## src/design/bcsr_pkg.sv

```systemverilog
// ----------------------------------------------------------------------------
// bcsr_pkg
// Shared constants, request codes and IEEE single precision helpers for the
// 1x4 block sparse matrix-vector accumulator.
// ----------------------------------------------------------------------------
package bcsr_pkg;

    localparam int LANES     = 4;
    localparam int LANE_W    = $clog2(LANES);
    localparam int VEC_DEPTH = 4096;
    localparam int VEC_AW    = $clog2(VEC_DEPTH);
    localparam int ROW_DEPTH = VEC_DEPTH / LANES;
    localparam int ROW_AW    = (ROW_DEPTH > 1) ? $clog2(ROW_DEPTH) : 1;
    localparam int MAX_ROWS  = 65536;
    localparam int ROW_W     = 16;

    localparam logic [31:0] QNAN = 32'h7FC0_0000;

    typedef enum logic [1:0] {
        REQ_VEC = 2'd0,
        REQ_BLK = 2'd1,
        REQ_FIN = 2'd2
    } req_t;

    typedef logic [31:0] fp_t;

    // Row finish handed from the accumulate stage to the reduction stages
    typedef struct packed {
        logic              vld;
        logic [ROW_W-1:0]  row;
        fp_t               c_prior;
        fp_t               r0;
        fp_t               r1;
    } fin_t;

    function automatic logic [5:0] lzc48(logic [47:0] v);
        logic [5:0] n;
        n = 6'd0;
        for (int i = 0; i < 48; i++) begin
            if (v[i]) n = 6'(47 - i);
        end
        return n;
    endfunction

    function automatic logic [4:0] lzc27(logic [26:0] v);
        logic [4:0] n;
        n = 5'd0;
        for (int i = 0; i < 27; i++) begin
            if (v[i]) n = 5'(26 - i);
        end
        return n;
    endfunction

    // Round to nearest even and pack. sig has its leading one at bit 26 for
    // e >= 1; bits 2..0 are guard, round and sticky.
    function automatic fp_t fp_round(logic s, logic signed [11:0] e, logic [26:0] sig);
        logic [26:0] sg;
        logic [11:0] sh;
        logic [26:0] mask;
        logic [24:0] m;
        logic        up;
        logic [8:0]  ex;
        fp_t         r;
        sg = sig;
        if (e <= 12'sd0) begin
            sh = 12'd1 - e;
            if (sh >= 12'd27) begin
                sg = {26'd0, |sig};
            end else begin
                mask = (27'd1 << sh) - 27'd1;
                sg   = (sig >> sh) | {26'd0, |(sig & mask)};
            end
            ex = 9'd0;
        end else begin
            ex = e[8:0];
        end
        up = sg[2] & (sg[1] | sg[0] | sg[3]);
        m  = {1'b0, sg[26:3]} + {24'd0, up};
        if (ex == 9'd0) begin
            r = {s, 7'd0, m[23], m[22:0]};
        end else if (m[24]) begin
            ex = ex + 9'd1;
            r  = {s, ex[7:0], m[23:1]};
        end else begin
            r = {s, ex[7:0], m[22:0]};
        end
        if (ex >= 9'd255) r = {s, 8'hFF, 23'd0};
        return r;
    endfunction

    function automatic fp_t fp_mul(fp_t a, fp_t b);
        logic              s;
        logic [7:0]        ea, eb;
        logic [22:0]       fa, fb;
        logic [23:0]       ma, mb;
        logic [47:0]       p, pn;
        logic [5:0]        lz;
        logic signed [11:0] e;
        logic              a_nan, b_nan, a_inf, b_inf, a_zero, b_zero;
        fp_t               r;
        s  = a[31] ^ b[31];
        ea = a[30:23]; fa = a[22:0];
        eb = b[30:23]; fb = b[22:0];
        a_nan  = (ea == 8'hFF) && (fa != 23'd0);
        b_nan  = (eb == 8'hFF) && (fb != 23'd0);
        a_inf  = (ea == 8'hFF) && (fa == 23'd0);
        b_inf  = (eb == 8'hFF) && (fb == 23'd0);
        a_zero = (ea == 8'd0) && (fa == 23'd0);
        b_zero = (eb == 8'd0) && (fb == 23'd0);
        ma = {ea != 8'd0, fa};
        mb = {eb != 8'd0, fb};
        p  = ma * mb;
        lz = lzc48(p);
        pn = p << lz;
        e  = 12'(ea == 8'd0 ? 8'd1 : ea) + 12'(eb == 8'd0 ? 8'd1 : eb)
             - 12'sd126 - 12'(lz);
        if (a_nan || b_nan || (a_inf && b_zero) || (b_inf && a_zero)) begin
            r = QNAN;
        end else if (a_inf || b_inf) begin
            r = {s, 8'hFF, 23'd0};
        end else if (a_zero || b_zero) begin
            r = {s, 31'd0};
        end else begin
            r = fp_round(s, e, {pn[47:22], |pn[21:0]});
        end
        return r;
    endfunction

    function automatic fp_t fp_add(fp_t a, fp_t b);
        fp_t               x, y, r;
        logic [7:0]        ex, ey, d;
        logic [26:0]       ax, by, bs, sig, mask;
        logic [27:0]       sm;
        logic [4:0]        lz;
        logic signed [11:0] e;
        logic              a_nan, b_nan, a_inf, b_inf;
        a_nan = (a[30:23] == 8'hFF) && (a[22:0] != 23'd0);
        b_nan = (b[30:23] == 8'hFF) && (b[22:0] != 23'd0);
        a_inf = (a[30:23] == 8'hFF) && (a[22:0] == 23'd0);
        b_inf = (b[30:23] == 8'hFF) && (b[22:0] == 23'd0);
        if (a[30:0] < b[30:0]) begin
            x = b; y = a;
        end else begin
            x = a; y = b;
        end
        ex = (x[30:23] == 8'd0) ? 8'd1 : x[30:23];
        ey = (y[30:23] == 8'd0) ? 8'd1 : y[30:23];
        d  = ex - ey;
        ax = {x[30:23] != 8'd0, x[22:0], 3'b000};
        by = {y[30:23] != 8'd0, y[22:0], 3'b000};
        if (d >= 8'd27) begin
            bs = {26'd0, |by};
        end else begin
            mask = (27'd1 << d) - 27'd1;
            bs   = (by >> d) | {26'd0, |(by & mask)};
        end
        if (x[31] == y[31]) sm = {1'b0, ax} + {1'b0, bs};
        else                sm = {1'b0, ax} - {1'b0, bs};
        lz = lzc27(sm[26:0]);
        if (sm[27]) begin
            sig = {sm[27:2], sm[1] | sm[0]};
            e   = 12'(ex) + 12'sd1;
        end else begin
            sig = sm[26:0] << lz;
            e   = 12'(ex) - 12'(lz);
        end
        if (a_nan || b_nan || (a_inf && b_inf && (a[31] != b[31]))) begin
            r = QNAN;
        end else if (a_inf) begin
            r = a;
        end else if (b_inf) begin
            r = b;
        end else if (sm == 28'd0) begin
            r = {x[31] & y[31], 31'd0};
        end else begin
            r = fp_round(x[31], e, sig);
        end
        return r;
    endfunction

endpackage

```

## src/design/bcsr_reduce.sv

```systemverilog
// ----------------------------------------------------------------------------
// bcsr_reduce
// Final reduction of a finished row: sum the two lane pairs, add the prior
// value, hold the result in the output register.
// ----------------------------------------------------------------------------
module bcsr_reduce import bcsr_pkg::*; (
    input  logic             aclk,
    input  logic             aresetn,
    input  fin_t             fin,
    output logic             adv,
    output logic             m_valid,
    input  logic             m_ready,
    output logic [ROW_W-1:0] m_row_number,
    output logic [31:0]      m_row_result
);

    logic             p3_vld_reg, p4_vld_reg, out_vld_reg;
    logic [ROW_W-1:0] p3_row_reg, p4_row_reg, out_row_reg;
    fp_t              p3_c_reg, p3_r0_reg, p3_r1_reg;
    fp_t              p4_c_reg, p4_tot_reg, out_res_reg;
    fp_t              res_next;

    // Stall only when a result is ready to load and the output is still full
    assign adv = !(p4_vld_reg && out_vld_reg && !m_ready);

    always_comb begin
        res_next = fp_add(p4_c_reg, p4_tot_reg);
        if (res_next[30:23] == 8'hFF && res_next[22:0] != 23'd0) res_next = QNAN;
    end

    always_ff @(posedge aclk) begin
        if (!aresetn) begin
            p3_vld_reg  <= 1'b0;
            p4_vld_reg  <= 1'b0;
            out_vld_reg <= 1'b0;
        end else begin
            // keep an unaccepted result, load a new one when the stage advances
            out_vld_reg <= (out_vld_reg && !m_ready) || (adv && p4_vld_reg);
            if (adv) begin
                p3_vld_reg <= fin.vld;
                p4_vld_reg <= p3_vld_reg;
            end
        end
        if (adv) begin
            p3_row_reg <= fin.row;
            p3_c_reg   <= fin.c_prior;
            p3_r0_reg  <= fin.r0;
            p3_r1_reg  <= fin.r1;
            p4_row_reg <= p3_row_reg;
            p4_c_reg   <= p3_c_reg;
            p4_tot_reg <= fp_add(p3_r0_reg, p3_r1_reg);
            if (p4_vld_reg) begin
                out_row_reg <= p4_row_reg;
                out_res_reg <= res_next;
            end
        end
    end

    assign m_valid      = out_vld_reg;
    assign m_row_number = out_row_reg;
    assign m_row_result = out_res_reg;

    a_stall_cause: assert property (@(posedge aclk) disable iff (!aresetn)
        !adv |-> (p4_vld_reg && m_valid))
        else $error("reduce stalled without a pending result");

    a_load_out: assert property (@(posedge aclk) disable iff (!aresetn)
        (p4_vld_reg && adv) |=> out_vld_reg)
        else $error("finished row lost at output register");

    a_no_nan_payload: assert property (@(posedge aclk) disable iff (!aresetn)
        m_valid && m_row_result[30:23] == 8'hFF && m_row_result[22:0] != 23'd0
        |-> m_row_result == QNAN)
        else $error("non-canonical NaN on output");

endmodule

```

## config.mk

```make
export PLATFORM = sky130hd
export DESIGN_NAME = bcsr_reduce
export DESIGN_NICKNAME = d
export VERILOG_FILES = /design/src/design/bcsr_pkg.sv /design/src/design/bcsr_reduce.sv
export SDC_FILE = /design/constraint.sdc
export NUM_CORES = 2
export LEC_CHECK = 0
export ABC_AREA = 1
export CORE_MARGIN = 4
export CORE_UTILIZATION = 50
export DETAILED_ROUTE_END_ITERATION = 16
export DONT_BUFFER_PORTS = 1
export GPL_TIMING_DRIVEN = 0
export HOLD_SLACK_MARGIN = 0.03
export SLEW_MARGIN = 20
export SYNTH_ARGS = -nofsm -noshare
export SYNTH_HDL_FRONTEND = slang
export SYNTH_SLANG_ARGS = --single-unit
```

## constraint.sdc

```tcl
create_clock -name aclk -period 24.5 [get_ports aclk]
set_input_delay 3.675 -clock aclk [delete_from_list [all_inputs] [get_ports aclk]]
set_output_delay 3.675 -clock aclk [all_outputs]
set_load 0.01 [all_outputs]
```

==> flow_summary.ini <==
[outcome]
outcome = completed

[synth]
seq_area_frac_synth = 0.2108
syn_inst = 5608
synthMuxAreaShare = 0.001452
yosys.area.top_type = edfxtp_1
yosys.area_share.simple = 0.4400
synth_xor_area_frac = 0.03180
synth-edff-count = 240
synth_top_area_frac = 0.2091
syn-num-nets = 5926
synthFlopType = edfxtp_1
yosysUniqueCellTypes = 95
synthesis.area_mm2 = 0.03447
synth-compound-area-share = 0.1309
ys_ff_latch = 243
yosys_warnings = 0
synth_area_per_cell_um2 = 6.146
synth_top_family_by_area = simple AND/OR/NAND/NOR gates
async_flop_share = 0
synth_fa_ha_area_frac = 0.07464
ys_top_cells_by_area = edfxtp_1, nand2_1, nand3_1, ha_1, inv_1

[routing]
wirelength_um = 133600
drt-initial-drc-count = 5302
routed_via_density = 6.013
drc_errors = 0
drtAntennaViolNets = 0
drtPass1Iterations = 8
num_vias = 39314
wl_per_cell_um = 20.44

[global_route]
antenna_found_initial = 6
grt.overflow.total = 0
grt_pass1_vias = 35523
grt_use_total = 0.3481
grt_max_degree = 104
grt_pass1_wl_um = 203900

[timing]
rsz0062_at_grt = no
slew_viol_final = 0
setup_viol = 0
finalHoldViolCount = 0
finalSetupTns_ns = 0
fmax_ghz = 0.04709
skew_ns = 0.02781
worst_slew_pin_slew_ns = 1.236
period_minus_slack_ns = 21.24
slew_headroom = 0.1673
period_share = 0.8669

[setup_path]
crit_arrival_ns = 21.55
rr_startpoint = p3_r0_reg[1]$_DFFE_PN_
slowest_stage = clkbuf_1
critical_path.startpoint = p3_r0_reg[1]$_DFFE_PN_
max_stage_delay_ns = 0.55
startpoint_type = flip-flop
cpMostUsedCell = nand2_1
critPathBufInv = 28
worstSetupPathType = reg -> reg
cp_top_family = buffers and inverters
end_kind = flip-flop
crit_fanout = 10
cp.required_ns = 24.81

[floorplanning]
die_area_mm2 = 0.07319
die_h_um = 270.5
start_util = 0.5087
rows = 95
die_w_um = 270.5
core_area_mm2 = 0.06775
ios = 166

[clocking]
ctsResizeCount = 0
cts_tree = yes
cts_made_buffers = 27
post_cts_buffers = 0
cts_buffer_depth = 3
htree_levels = 1
cts.sinks = 243
ctsHoldBuffers = 0
ctsRootBufferMaster = clkbuf_16
clk_pin_slew_worst_paths_ns = 0.09
clk_latency_ns = 0.60

[final_layout]
final_common_cell = nand2_1
fill_cells = 7102
nets = 5958
final_cell_mix = nand2_1, nand3_1, inv_1
syn2layout_area_growth_pct = 6.186
drive_above_1_share = 0.07631
fin_area_mm2 = 0.03660

[placement]
numPortBuffers = 0
gp_congestion = 1.064
dpl.hpwl_um = 108200
placed_area_mm2 = 0.03566

[job]
maxCapViolCount = 0

[worst_hold_path]
hold_class = reg -> reg
hp-start = p3_row_reg[11]$_DFFE_PN_
==> worst register-to-register path, delay by kind of cell (launching register included) <==
family	cells	cell delay [ns]
simple gates	42	5.88
fa+ha+maj	8	2.46
buf+inv	28	6.00
xor+xnor	2	0.33
compound gates	30	5.80
flops	1	0.45
==> path summary, 6_finish.rpt <==
| kind | to | slack [ns] | cells past startpoint |
|---|---|---|---|
| hold reg to reg | p4_row_reg[11]$_DFFE_PN_ | 0.40 | 0 |
| setup reg to reg | p4_tot_reg[8]$_SDFFCE_PP0N_ | 3.26 | 110 |
| setup / recovery | p4_tot_reg[8]$_SDFFCE_PP0N_ | 3.26 | 110 |
| hold / removal | p4_row_reg[11]$_DFFE_PN_ | 0.40 | 0 |
==> cells by family after synthesis <==
kind of cell,count (synthesis)
flip-flops,243
multiplexers,5
XOR/XNOR,120
buffers and inverters,866
AO/OA/AOI/OAI,770
AND/OR/NAND/NOR,3402
adder cells (fa/ha/maj),202
==> metrics by stage <==
step	hold slack [ns]	util	instances	setup WS, ns
after floorplan	0.4003	-	5608	9.142
after global placement	0.4003	0.5248	6481	3.640
after detailed placement	0.4045	0.5263	6484	3.713
after CTS	0.4104	0.5400	6534	3.624
after global routing	0.4194	0.5402	6538	1.234
final	0.4014	0.5402	6538	3.262
==> Yosys cell counts, types with 19 or more instances <==
cell type	n
ha_1	196
nand3_1	838
o21ai_1	61
nand2_1	1605
inv_2	47
o211ai_1	19
nand3_2	25
a21oi_1	218
xnor2_1	30
buf_4	36
buf_6	29
o22ai_1	35
inv_1	590
a31oi_1	23
clkbuf_1	78
nand4_1	141
buf_2	38
edfxtp_1	240
nor3_1	78
nand2_2	48
o21ai_0	269
nor4_1	28
or2_2	27
xor2_1	84
nor2_1	503
nor2_2	38
==> final cells by class <==
type	instances	area (um^2)	share of cell area
timing repair buffer	3	82.58	0.002256
sequential	243	7267	0.1986
clock inverter	17	214.0	0.005846
antenna	4	10.01	0.0002735
clock buffer	33	718.2	0.01962
tap	873	1092	0.02985
multi-input combinational	4499	23400	0.6395
inverter	651	2467	0.06742
buffer	215	1344	0.03672
==> layer usage <==
layer | up-vias | part of all wire | global-route usage
met5 | - | 0.00015 | 0
met4 | 2 | 0.051 | 0.1479
met3 | 370 | 0.093 | 0.04714
met2 | 2164 | 0.44 | 0.5574
met1 | 17873 | 0.41 | 0.4730
li1 | 18905 | - | -
Power is left out: the tool's default activity adds up to more than one toggle a clock period on the data nets, which glitch-free logic cannot reach.
